<file path="config.mk">
export PLATFORM = sky130hd
export DESIGN_NAME = node_health_monitor_table_core_flat
export DESIGN_NICKNAME = d
export VERILOG_FILES = /design/src/design/nhm_pkg.sv /design/src/design/nhm_req_if.sv /design/src/design/nhm_rsp_if.sv /design/src/design/nhm_cmp.sv /design/src/design/node_health_monitor_table_core.sv /design/src/flat_wrapper.sv
export SDC_FILE = /design/constraint.sdc
export NUM_CORES = 2
export LEC_CHECK = 0
export ABC_CLOCK_PERIOD_IN_PS = 17600
export BUFFER_PORTS_ARGS = -buffer_cell sky130_fd_sc_hd__buf_2
export CORE_UTILIZATION = 25
export CTS_CLUSTER_SIZE = 8
export DETAILED_ROUTE_END_ITERATION = 10
export GPL_ROUTABILITY_DRIVEN = 0
export MAX_ROUTING_LAYER = met4
export PLACE_DENSITY_LB_ADDON = 0.05
export SLEW_MARGIN = 20
export SYNTH_ARGS = -nofsm -noshare
export SYNTH_HDL_FRONTEND = slang
export SYNTH_HIERARCHICAL = 1
export SYNTH_SLANG_ARGS = --single-unit
</file>
<file path="constraint.sdc">
create_clock -name clock -period 17.6 [get_ports clock]
set_input_delay 3.52 -clock clock [delete_from_list [all_inputs] [get_ports clock]]
set_output_delay 3.52 -clock clock [all_outputs]
set_load 0.005 [all_outputs]
</file>
<file path="src/design/nhm_pkg.sv">
// ---------------------------------------------------------------------------
// nhm_pkg
// Shared types, codes and reset values for the node health monitor table.
// ---------------------------------------------------------------------------
package nhm_pkg;

   localparam int unsigned SLOTS_DEF = 16;

   localparam logic [1:0] OP_HEARTBEAT = 2'd0;
   localparam logic [1:0] OP_SILENCE   = 2'd1;
   localparam logic [1:0] OP_QUERY     = 2'd2;
   localparam logic [1:0] OP_RESERVED  = 2'd3;

   localparam logic [2:0] KIND_QUERY     = 3'd0;
   localparam logic [2:0] KIND_ONLINE    = 3'd1;
   localparam logic [2:0] KIND_RECOVERED = 3'd5;
   localparam logic [2:0] KIND_REBOOT    = 3'd6;
   localparam logic [2:0] KIND_SILENT    = 3'd7;

   localparam logic [2:0] CSR_HIBERNATE = 3'd0;
   localparam logic [2:0] CSR_CRITICAL  = 3'd1;
   localparam logic [2:0] CSR_WARNING   = 3'd2;
   localparam logic [2:0] CSR_HYST      = 3'd3;
   localparam logic [2:0] CSR_RB_LIMIT  = 3'd4;
   localparam logic [2:0] CSR_RB_WINDOW = 3'd5;
   localparam logic [2:0] CSR_SILENCE   = 3'd6;

   localparam logic [15:0] HIBERNATE_RST = 16'd330;
   localparam logic [15:0] CRITICAL_RST  = 16'd340;
   localparam logic [15:0] WARNING_RST   = 16'd360;
   localparam logic [15:0] HYST_RST      = 16'd10;
   localparam logic [15:0] RB_LIMIT_RST  = 16'd5;
   localparam logic [31:0] RB_WINDOW_RST = 32'd86400000;
   localparam logic [31:0] SILENCE_RST   = 32'd600000;

   // compare steps of the shared unit
   localparam logic [2:0] CS_HIB       = 3'd0;
   localparam logic [2:0] CS_CRIT      = 3'd1;
   localparam logic [2:0] CS_WARN      = 3'd2;
   localparam logic [2:0] CS_WARN_UP   = 3'd3;
   localparam logic [2:0] CS_CRIT_UP   = 3'd4;
   localparam logic [2:0] CS_WINDOW    = 3'd5;
   localparam logic [2:0] CS_REBOOT    = 3'd6;
   localparam logic [2:0] CS_SILENCE   = 3'd7;

   typedef struct packed {
      logic [15:0] hibernate;
      logic [15:0] critical;
      logic [15:0] warning;
      logic [15:0] hyst;
      logic [15:0] rb_limit;
      logic [31:0] rb_window;
      logic [31:0] silence;
   } cfg_type;

   typedef struct packed {
      logic [31:0] node;
      logic [31:0] heard;
      logic [1:0]  level;
      logic        silent;
      logic        seen;
      logic [31:0] win_start;
      logic [15:0] rb_base;
      logic        anom;
   } entry_type;

   typedef enum logic [2:0] {
      ST_IDLE,
      ST_SCAN_RD,
      ST_SCAN_CMP,
      ST_FETCH,
      ST_CMP,
      ST_EVAL,
      ST_EMIT
   } state_type;

endpackage

</file>
<file path="src/design/nhm_req_if.sv">
// ---------------------------------------------------------------------------
// nhm_req_if
// Request channel: valid/ready handshake with one request item.
// ---------------------------------------------------------------------------
interface nhm_req_if;
   logic        valid;
   logic        ready;
   logic [1:0]  opcode;
   logic [31:0] node_id;
   logic [15:0] battery_cv;
   logic [15:0] reboot_total;
   logic [31:0] now_ms;

   modport source (output valid, opcode, node_id, battery_cv, reboot_total, now_ms,
                   input ready);
   modport sink (input valid, opcode, node_id, battery_cv, reboot_total, now_ms,
                 output ready);
endinterface

</file>
<file path="src/design/nhm_rsp_if.sv">
// ---------------------------------------------------------------------------
// nhm_rsp_if
// Result channel: valid/ready handshake with one alert item.
// ---------------------------------------------------------------------------
interface nhm_rsp_if;
   logic        valid;
   logic        ready;
   logic [2:0]  alert_kind;
   logic [31:0] alert_node;
   logic [15:0] alert_arg;
   logic [31:0] alert_time_ms;
   logic [31:0] heard_ms;
   logic        last_of_run;

   modport source (output valid, alert_kind, alert_node, alert_arg, alert_time_ms,
                   heard_ms, last_of_run, input ready);
   modport sink (input valid, alert_kind, alert_node, alert_arg, alert_time_ms,
                 heard_ms, last_of_run, output ready);
endinterface

</file>
<file path="src/design/nhm_cmp.sv">
// ---------------------------------------------------------------------------
// nhm_cmp
// Shared compare unit: picks the operands of one step and forms a < b.
// ---------------------------------------------------------------------------
module nhm_cmp
   import nhm_pkg::*;
(
   input  logic [2:0]  step,
   input  cfg_type     cfg,
   input  logic [15:0] cv,
   input  logic [15:0] rb,
   input  logic [31:0] now,
   input  entry_type   ent,
   output logic        lt
);

   logic [32:0] op_a;
   logic [32:0] op_b;
   logic [31:0] diff;

   always_comb begin
      diff = 32'd0;
      op_a = {17'd0, cv};
      op_b = 33'd0;
      case (step)
         CS_HIB:     op_b = {17'd0, cfg.hibernate};
         CS_CRIT:    op_b = {17'd0, cfg.critical};
         CS_WARN:    op_b = {17'd0, cfg.warning};
         CS_WARN_UP: op_b = {16'd0, {1'b0, cfg.warning} + {1'b0, cfg.hyst}};
         CS_CRIT_UP: op_b = {16'd0, {1'b0, cfg.critical} + {1'b0, cfg.hyst}};
         CS_WINDOW: begin
            // window expired when window < now - start
            diff = now - ent.win_start;
            op_a = {1'b0, cfg.rb_window};
            op_b = {1'b0, diff};
         end
         CS_REBOOT: begin
            op_a = {17'd0, cfg.rb_limit};
            op_b = {17'd0, rb - ent.rb_base};
         end
         default: begin
            diff = now - ent.heard;
            op_a = {1'b0, cfg.silence};
            op_b = {1'b0, diff};
         end
      endcase
   end

   assign lt = op_a < op_b;

endmodule

</file>
<file path="src/design/node_health_monitor_table_core.sv">
// ---------------------------------------------------------------------------
// node_health_monitor_table_core
// Slot table of remote nodes: heartbeat tracking, battery level, reboot
// anomaly, silence detection and last-heard query.
//
//   channel | dir | handshake         | payload
//   req     | in  | valid/ready       | opcode, node_id, battery_cv, reboot_total, now_ms
//   rsp     | out | valid/ready       | alert_kind, alert_node, alert_arg, alert_time_ms,
//           |     |                   | heard_ms, last_of_run
//   csr     | in  | write enable only | csr_index, csr_wdata
//
// An item runs a table scan (each slot read in ST_SCAN_RD, compared in
// ST_SCAN_CMP), one fetch, 8 compare steps on the shared comparator, one update,
// then one result beat per cycle (up to 3) while rsp.ready is high; items for
// unknown nodes may skip fetch and compares. Items with node id 0 or opcode 3 are
// dropped in ST_IDLE. Reset clears the slot valid bits at once; no clearing pass.
// req.ready is low from acceptance until the item ends, after its last beat if any.
// ---------------------------------------------------------------------------
module node_health_monitor_table_core
   import nhm_pkg::*;
#(
   parameter int unsigned SLOTS = SLOTS_DEF
)(
   input  logic        clock,
   input  logic        reset,
   nhm_req_if.sink     req,
   nhm_rsp_if.source   rsp,
   input  logic        csr_wen,
   input  logic [2:0]  csr_index,
   input  logic [31:0] csr_wdata
);

   localparam int unsigned IW = (SLOTS > 1) ? $clog2(SLOTS) : 1;
   localparam logic [IW-1:0] LAST_IDX = IW'(SLOTS - 1);

   cfg_type   cfg_ff;
   state_type state_ff, state_in;

   entry_type mem [SLOTS];
   logic [SLOTS-1:0] vld_ff;
   entry_type rd_ff;
   logic      rdv_ff;
   logic [IW-1:0] addr;

   logic [1:0]  op_ff;
   logic [31:0] id_ff;
   logic [15:0] cv_ff;
   logic [15:0] rb_ff;
   logic [31:0] now_ff;

   logic [IW-1:0] idx_ff;
   logic [IW-1:0] fidx_ff, eidx_ff, slot_ff;
   logic          found_ff, empty_ff, claim_ff, hit_ff;
   logic [2:0]    cs_ff;
   logic [7:0]    lt_ff;
   logic          lt;

   logic [2:0]  kind_ff [3];
   logic [15:0] arg_ff [3];
   logic [1:0]  num_ff, oidx_ff;
   logic [31:0] heard_ff;

   entry_type ent, nent;
   logic      hit_now, emp_now, accept, wr_en;
   logic [2:0]  nkind [3];
   logic [15:0] narg [3];
   logic [1:0]  nnum;
   logic [1:0]  simple, lvl0;

   assign accept = req.valid && req.ready;

   // ---------------- configuration
   always_ff @(posedge clock) begin
      if (reset) begin
         cfg_ff <= '{HIBERNATE_RST, CRITICAL_RST, WARNING_RST, HYST_RST,
                     RB_LIMIT_RST, RB_WINDOW_RST, SILENCE_RST};
      end else if (csr_wen) begin
         unique case (csr_index)
            CSR_HIBERNATE: cfg_ff.hibernate <= csr_wdata[15:0];
            CSR_CRITICAL:  cfg_ff.critical  <= csr_wdata[15:0];
            CSR_WARNING:   cfg_ff.warning   <= csr_wdata[15:0];
            CSR_HYST:      cfg_ff.hyst      <= csr_wdata[15:0];
            CSR_RB_LIMIT:  cfg_ff.rb_limit  <= csr_wdata[15:0];
            CSR_RB_WINDOW: cfg_ff.rb_window <= csr_wdata;
            CSR_SILENCE:   cfg_ff.silence   <= csr_wdata;
            default: ;
         endcase
      end
   end

   // ---------------- slot memory
   assign addr = (state_ff == ST_SCAN_RD) ? idx_ff : slot_ff;

   always_ff @(posedge clock) begin
      rd_ff <= mem[addr];
      if (wr_en) begin
         mem[slot_ff] <= nent;
      end
   end

   always_ff @(posedge clock) begin
      if (reset) begin
         vld_ff <= '0;
         rdv_ff <= 1'b0;
      end else begin
         rdv_ff <= vld_ff[addr];
         if (wr_en) begin
            vld_ff[slot_ff] <= 1'b1;
         end
      end
   end

   always_comb begin
      ent = rdv_ff ? rd_ff : '0;
      if (claim_ff) begin
         ent      = '0;
         ent.node = id_ff;
      end
   end

   assign hit_now = rdv_ff && (rd_ff.node == id_ff);
   assign emp_now = !rdv_ff || (rd_ff.node == 32'd0);

   nhm_cmp u_cmp (
      .step (cs_ff),
      .cfg  (cfg_ff),
      .cv   (cv_ff),
      .rb   (rb_ff),
      .now  (now_ff),
      .ent  (ent),
      .lt   (lt)
   );

   // ---------------- update of one slot and the result list
   always_comb begin
      nent = ent;
      nnum = 2'd0;
      wr_en = 1'b0;
      for (int k = 0; k < 3; k++) begin
         nkind[k] = KIND_QUERY;
         narg[k]  = 16'd0;
      end
      simple = lt_ff[CS_HIB] ? 2'd3 : lt_ff[CS_CRIT] ? 2'd2 : lt_ff[CS_WARN] ? 2'd1 : 2'd0;
      lvl0 = ent.seen ? ent.level : simple;
      if (state_ff == ST_EVAL) begin
         unique case (op_ff)
            OP_HEARTBEAT: begin
               wr_en = 1'b1;
               nent.heard  = now_ff;
               nent.seen   = 1'b1;
               nent.silent = 1'b0;
               nent.level  = lvl0;
               if (ent.seen && ent.silent) begin
                  nkind[nnum] = KIND_ONLINE;
                  nnum = nnum + 2'd1;
               end
               if (simple > lvl0) begin
                  nent.level = simple;
                  nkind[nnum] = 3'd1 + {1'b0, simple};
                  narg[nnum]  = cv_ff;
                  nnum = nnum + 2'd1;
               end else if (lvl0 != 2'd0) begin
                  if (!lt_ff[CS_WARN_UP]) begin
                     nent.level = 2'd0;
                     nkind[nnum] = KIND_RECOVERED;
                     narg[nnum]  = cv_ff;
                     nnum = nnum + 2'd1;
                  end else if (lvl0 >= 2'd2 && !lt_ff[CS_CRIT_UP]) begin
                     nent.level = lvl0 - 2'd1;
                  end
               end
               if (lt_ff[CS_WINDOW] || ent.rb_base == 16'd0) begin
                  nent.win_start = now_ff;
                  nent.rb_base   = rb_ff;
                  nent.anom      = 1'b0;
               end else if (lt_ff[CS_REBOOT] && !ent.anom) begin
                  nent.anom = 1'b1;
                  nkind[nnum] = KIND_REBOOT;
                  narg[nnum]  = rb_ff;
                  nnum = nnum + 2'd1;
               end
            end
            OP_SILENCE: begin
               if (ent.seen && !ent.silent && lt_ff[CS_SILENCE]) begin
                  wr_en = 1'b1;
                  nent.silent = 1'b1;
                  nkind[0] = KIND_SILENT;
                  nnum = 2'd1;
               end
            end
            OP_QUERY: begin
               nnum = 2'd1;
            end
            default: ;
         endcase
      end
   end

   // ---------------- sequencer
   always_ff @(posedge clock) begin
      if (reset) begin
         state_ff <= ST_IDLE;
      end else begin
         state_ff <= state_in;
      end
   end

   always_comb begin
      state_in  = state_ff;
      req.ready = 1'b0;
      rsp.valid = 1'b0;
      unique case (state_ff)
         ST_IDLE: begin
            req.ready = 1'b1;
            if (req.valid && req.node_id != 32'd0 &&
                (req.opcode == OP_HEARTBEAT || req.opcode == OP_SILENCE ||
                 req.opcode == OP_QUERY)) begin
               state_in = ST_SCAN_RD;
            end
         end
         ST_SCAN_RD: state_in = ST_SCAN_CMP;
         ST_SCAN_CMP: begin
            if (idx_ff != LAST_IDX) begin
               state_in = ST_SCAN_RD;
            end else if (found_ff || hit_now) begin
               state_in = ST_FETCH;
            end else if (op_ff == OP_QUERY) begin
               state_in = ST_EVAL;
            end else if (op_ff == OP_HEARTBEAT && (empty_ff || emp_now)) begin
               state_in = ST_FETCH;
            end else begin
               state_in = ST_IDLE;
            end
         end
         ST_FETCH: state_in = ST_CMP;
         ST_CMP: begin
            if (cs_ff == CS_SILENCE) begin
               state_in = ST_EVAL;
            end
         end
         ST_EVAL: state_in = (nnum != 2'd0) ? ST_EMIT : ST_IDLE;
         ST_EMIT: begin
            rsp.valid = 1'b1;
            if (rsp.ready && oidx_ff == num_ff - 2'd1) begin
               state_in = ST_IDLE;
            end
         end
         default: state_in = ST_IDLE;
      endcase
   end

   // ---------------- datapath registers
   always_ff @(posedge clock) begin
      if (accept) begin
         op_ff    <= req.opcode;
         id_ff    <= req.node_id;
         cv_ff    <= req.battery_cv;
         rb_ff    <= req.reboot_total;
         now_ff   <= req.now_ms;
         idx_ff   <= '0;
         found_ff <= 1'b0;
         empty_ff <= 1'b0;
         claim_ff <= 1'b0;
         hit_ff   <= 1'b0;
      end
      if (state_ff == ST_SCAN_CMP) begin
         idx_ff <= idx_ff + IW'(1);
         // keep the first match and the first free slot
         if (hit_now && !found_ff) begin
            found_ff <= 1'b1;
            fidx_ff  <= idx_ff;
         end
         if (emp_now && !empty_ff) begin
            empty_ff <= 1'b1;
            eidx_ff  <= idx_ff;
         end
         if (idx_ff == LAST_IDX) begin
            if (found_ff) begin
               slot_ff <= fidx_ff;
               hit_ff  <= 1'b1;
            end else if (hit_now) begin
               slot_ff <= idx_ff;
               hit_ff  <= 1'b1;
            end else if (empty_ff) begin
               slot_ff  <= eidx_ff;
               claim_ff <= 1'b1;
            end else begin
               slot_ff  <= idx_ff;
               claim_ff <= 1'b1;
            end
         end
      end
      if (state_ff == ST_FETCH) begin
         cs_ff <= CS_HIB;
      end
      if (state_ff == ST_CMP) begin
         lt_ff[cs_ff] <= lt;
         cs_ff <= cs_ff + 3'd1;
      end
      if (state_ff == ST_EVAL) begin
         kind_ff  <= nkind;
         arg_ff   <= narg;
         num_ff   <= nnum;
         oidx_ff  <= 2'd0;
         heard_ff <= (op_ff == OP_QUERY && hit_ff) ? ent.heard : 32'd0;
      end
      if (state_ff == ST_EMIT && rsp.ready) begin
         oidx_ff <= oidx_ff + 2'd1;
      end
   end

   assign rsp.alert_kind    = kind_ff[oidx_ff];
   assign rsp.alert_node    = id_ff;
   assign rsp.alert_arg     = arg_ff[oidx_ff];
   assign rsp.alert_time_ms = now_ff;
   assign rsp.heard_ms      = heard_ff;
   assign rsp.last_of_run   = (oidx_ff == num_ff - 2'd1);

`ifndef SYNTH
   a_no_overlap: assert property (@(posedge clock) disable iff (reset)
      rsp.valid |-> !req.ready)
      else $error("result beat while request side open");
   a_busy_after_accept: assert property (@(posedge clock) disable iff (reset)
      (accept && state_in != ST_IDLE) |=> !req.ready)
      else $error("ready high during item work");
   a_emit_count: assert property (@(posedge clock) disable iff (reset)
      (state_ff == ST_EMIT) |-> (num_ff != 2'd0 && oidx_ff < num_ff))
      else $error("beat index out of range");
   a_write_slot_valid: assert property (@(posedge clock) disable iff (reset)
      wr_en |=> vld_ff[$past(slot_ff)])
      else $error("written slot not marked valid");
`endif

endmodule

</file>
<file path="src/flat_wrapper.sv">
// flat-port wrapper written by rule: the top's interface ports become plain ports
module node_health_monitor_table_core_flat import nhm_pkg::*;
#(
   parameter int unsigned SLOTS = SLOTS_DEF
)
  (clock, reset, csr_wen, csr_index, csr_wdata, req_valid, req_opcode, req_node_id, req_battery_cv, req_reboot_total, req_now_ms, req_ready, rsp_valid, rsp_alert_kind, rsp_alert_node, rsp_alert_arg, rsp_alert_time_ms, rsp_heard_ms, rsp_last_of_run, rsp_ready);
  nhm_req_if req_i ();
  nhm_rsp_if rsp_i ();
  input  logic clock;
  input  logic reset;
  input  logic csr_wen;
  input  logic [2:0] csr_index;
  input  logic [31:0] csr_wdata;
  input wire logic [$bits(req_i.valid)-1:0] req_valid;
  input wire logic [$bits(req_i.opcode)-1:0] req_opcode;
  input wire logic [$bits(req_i.node_id)-1:0] req_node_id;
  input wire logic [$bits(req_i.battery_cv)-1:0] req_battery_cv;
  input wire logic [$bits(req_i.reboot_total)-1:0] req_reboot_total;
  input wire logic [$bits(req_i.now_ms)-1:0] req_now_ms;
  output wire logic [$bits(req_i.ready)-1:0] req_ready;
  output wire logic [$bits(rsp_i.valid)-1:0] rsp_valid;
  output wire logic [$bits(rsp_i.alert_kind)-1:0] rsp_alert_kind;
  output wire logic [$bits(rsp_i.alert_node)-1:0] rsp_alert_node;
  output wire logic [$bits(rsp_i.alert_arg)-1:0] rsp_alert_arg;
  output wire logic [$bits(rsp_i.alert_time_ms)-1:0] rsp_alert_time_ms;
  output wire logic [$bits(rsp_i.heard_ms)-1:0] rsp_heard_ms;
  output wire logic [$bits(rsp_i.last_of_run)-1:0] rsp_last_of_run;
  input wire logic [$bits(rsp_i.ready)-1:0] rsp_ready;
  assign req_i.valid = req_valid;
  assign req_i.opcode = req_opcode;
  assign req_i.node_id = req_node_id;
  assign req_i.battery_cv = req_battery_cv;
  assign req_i.reboot_total = req_reboot_total;
  assign req_i.now_ms = req_now_ms;
  assign req_ready = req_i.ready;
  assign rsp_valid = rsp_i.valid;
  assign rsp_alert_kind = rsp_i.alert_kind;
  assign rsp_alert_node = rsp_i.alert_node;
  assign rsp_alert_arg = rsp_i.alert_arg;
  assign rsp_alert_time_ms = rsp_i.alert_time_ms;
  assign rsp_heard_ms = rsp_i.heard_ms;
  assign rsp_last_of_run = rsp_i.last_of_run;
  assign rsp_i.ready = rsp_ready;
  node_health_monitor_table_core #(.SLOTS(SLOTS)) u_core (.clock(clock), .reset(reset), .req(req_i), .rsp(rsp_i), .csr_wen(csr_wen), .csr_index(csr_index), .csr_wdata(csr_wdata));
endmodule
</file>
==> summary.md <==
| Metric | Value |
|---|---|
| TritonCTS clock tree | yes |
| Post-synth EDFFs | between 2,000 and 2,500 |
| Grt total ovfl | 0 |
| Post-CTS resize count | 0 |
| Die X | 622 um |
| Peak VDD IR | 0.0788 mV |
| R2R depth | 23 |
| Root buffer cell | clkbuf_16 |
| Initial core utilization | 25.1% |
| Avg Cell Area, Syn | 16.6 sq um |
| Initial antenna violation count | 34 |
| Pin count of the biggest net entering global routing | 85 |
| # hold bufs at CTS | 0 |
| Remaining DRCs | 0 |
| Post-Syn Nets | ~6,000 |
| Max Cap Violations | 0 |
| Post-Syn Area | around 96,000 sq um |
| Global Route Usage Sum | approximately 18% |
| Die ar. | a little under 400,000 sq um |
| Critical Path RT | about 18 ns |
| Final Net Count | about 6,500 |
| Post-synth top area cell | edfxtp_1 |
| Final critical-path setup slack | approximately 10 ns |
| Hold violation total from the final report | 0 |
| P_leak | around 38 nW |
| # rows | 227 |
| P&R area growth vs syn | 18.6% |
| Crit-path max FO | 42 |
| Hpwl dp | 195,000 um |
| Dominant cell by count in the synthesized netlist | edfxtp_1 |
| First-pass GRT wire length | roughly 470,000 um |
| Seq cells post-synth | 2,373 |
| Antenna violation net count after detailed routing | 0 |
| Post-synth top area share | between 60% and 70% |
| Post-route clock skew | approximately 0.082 ns |
| Iteration-0 DRC Markers | 4,138 |
| Via density | around 4.7 |
| Worst Tran Pin Value | roughly 1.3 ns |
| Fin. max-slew vios | 0 |
| DIE HEIGHT | 622 um |
| Core Area | about 380,000 sq um |
| Max_slew headroom | between 10 and 15% |
| Drt first pass iters | 8 |
| Yosys cell types | 77 |
| Startpoint Class | flop |
| Pwr per Cell Area | 121 nW/um^2 |
| Crit share post-route | between 40% and 50% |
| I/O Buffers | 255 |
| Post-DR wirelength/cell | a little under 30 um |
| Worst Setup End Kind | flop |
| Post-layout minimum cycle time | 7.48 ns |
| Post-synth top cells | edfxtp_1 (2,088), nand2_1 (701), mux4_2 (470) |
| Hold WC Path Type | reg -> reg |
| Vias in the first global route | ~56,000 |
| Final setup vio count | 0 |
| Later-pin clock latency in the skew report | 0.96 ns |
| Reg2reg end | u_core/lt_ff[3] |
| Critical path class | reg -> reg |
| Fin Setup TNS | 0 ns |
| H-tree levels | 5 |
| Syn Inst Count | ~5,800 |
| Share of cells above drive strength 1 | 21.7% |
| Pre-CTS setup slack | 10.05 ns |
| Ys async rst share | 0% |
| FF-to-FF setup slack | roughly 10 ns |
| CTS max path bufs | 4 |
| Total CTS buffers | 339 |
| Post-CTS Repair Setup Buffers | 0 |
| WL final | around 340,000 um |
| Status | complete, no violations |
| Seq/Total Area, Yosys | a little under three quarters |
| RSZ-0062 raised after global routing | false |
| Synth Warn # | 6 |
| Hold path depth | 2 |
| R2R Path Start | u_core/cs_ff[0] |
| IO Pins | about 260 |
| Arr. time, crit path | just over 8 ns |
| Hold_sp | u_core/cfg_ff[70] |
| Reg clk slew, reported paths | approximately 0.05 ns |
| Most used DFF post-synth | edfxtp_1 |
| Top cells by area, synth | edfxtp_1 (65%), mux4_2 (11%), dfxtp_1 (5.9%), nand2_1 (2.7%), ha_1 (1.4%) |
| CTS sink count | between 2,000 and 2,500 |
| Fmax | roughly 130 MHz |
| Vias | about 54,000 |
| Hold EP | u_core/cfg_ff[70] |
-- cell usage in the layout, fill, tap and decap left out, types with 26 or more instances in the layout --
cell type     n
inv_1        72
a21oi_1     218
xnor2_1      56
ha_1        105
nand3b_1     36
a211oi_1    138
xor2_1       31
clkbuf_16   343
nor2_1      220
edfxtp_1   2088
o21ai_0     112
mux2_2       75
and2_1      191
buf_4       153
clkbuf_1    202
buf_2       254
mux2i_1     101
dfxtp_1     284
nand3_1      27
nand2_1     699
a22o_1       45
mux4_2      470
a31oi_1     131
nor4_1       26
a21o_1       37
-- registers in the layout, indices dropped and copies added, names as in the netlist, 2 cells and up --
name,flops
u_core/state_ff,3
u_core/num_ff,2
u_core/rd_ff,117
u_core/rsp.heard_ms,32
u_core/eidx_ff,4
u_core/slot_ff,4
u_core/mem,1872
u_core/fidx_ff,4
u_core/rsp.alert_node,32
u_core/op_ff,2
u_core/rsp.alert_time_ms,32
u_core/idx_ff,4
u_core/cs_ff,3
u_core/kind_ff,7
u_core/oidx_ff,2
u_core/arg_ff,48
u_core/lt_ff,8
u_core/cfg_ff,144
u_core/cv_ff,16
u_core/vld_ff,16
u_core/rb_ff,16
-- layer usage --
layer | vias up | track usage, % | share of wire [%]
met1 | 29200 | 25.5 | 49
met3 | 434 | 2.06 | 3.6
li1 | 23500 | - | -
met2 | 1220 | 26.2 | 45
met5 | - | - | 0
met4 | 0 | 4.09 | 2.3
-- critical path: stages, from the launching register on --
cell and delay, ns:
edfxtp_1 0.32, buf_4 0.28, inv_1 0.07, buf_4 0.31
nor2_2 0.78, nand2_4 0.54, mux2i_1 0.33, ha_1 0.32
and3_1 0.23, and3_1 0.18, a21boi_0 0.59, a2111oi_0 0.26
o31a_1 0.40, a31oi_1 0.21, xnor2_1 0.19, nand2_1 0.09
ha_1 0.35, nand4_1 0.13, nor4_1 0.57, nand2_1 0.19
nor2_1 0.23, nand3_1 0.11, o211ai_1 0.17, nor2_1 0.21
-- power by group --
group,leakage (nW),internal (mW),switching (mW),total [mW]
logic,11.4,0.440,0.754,1.19
clock network,4.73,3.65,2.55,6.20
registers,21.6,6.26,0.120,6.38
-- worst max path at each step --
stage	slack [ns]	startpoint	to
5_1_grt	9.70	u_core/cs_ff[0]	u_core/lt_ff[0]
3_3_place_gp	10.14	u_core/cs_ff[0]	u_core/lt_ff[0]
3_5_place_dp	10.05	u_core/cs_ff[0]	u_core/lt_ff[1]
6_report	10.12	u_core/cs_ff[0]	u_core/lt_ff[3]
4_1_cts	10.03	u_core/cs_ff[0]	u_core/lt_ff[0]
2_1_floorplan	5.38	u_core/state_ff[2]	u_core/mem[0][0]
-- kinds of logic after synthesis --
logic type                 share of synthesized area, %
AOI/OAI and AO/OA                                  5.44
xor gates and xnor gates                          0.794
adders and majority gates                          1.43
buffers and inverters                              1.70
DFF                                                71.3
muxes                                              13.0
and+or+nand+nor                                    6.35
-- through the flow --
step           area [sq um]  cells  hold slack (ns)  utilization, %  power, mW
2_1_floorplan         96000   5778            0.425               -       7.17
3_3_place_gp         104000  10900            0.442            27.2       7.72
3_5_place_dp         104000  10900            0.447            27.2       7.71
4_1_cts              114000  11500            0.454            29.8       14.0
5_1_grt              114000  11500            0.471            29.8       14.3
6_report             114000  11500            0.454            29.8       13.8
-- area by class of cell --
cell class	count	area, sq um
Antenna cell	10	25.0
Multi-Input combinational cell	3012	26200
Fill cell	37800	268000
Clock buffer	547	9370
Sequential cell	2373	68400
Inverter	74	288
Clock inverter	28	621
Tap cell	5038	6300
Timing Repair Buffer	417	2620
No activity file was read; power rests on OpenSTA's default activity.
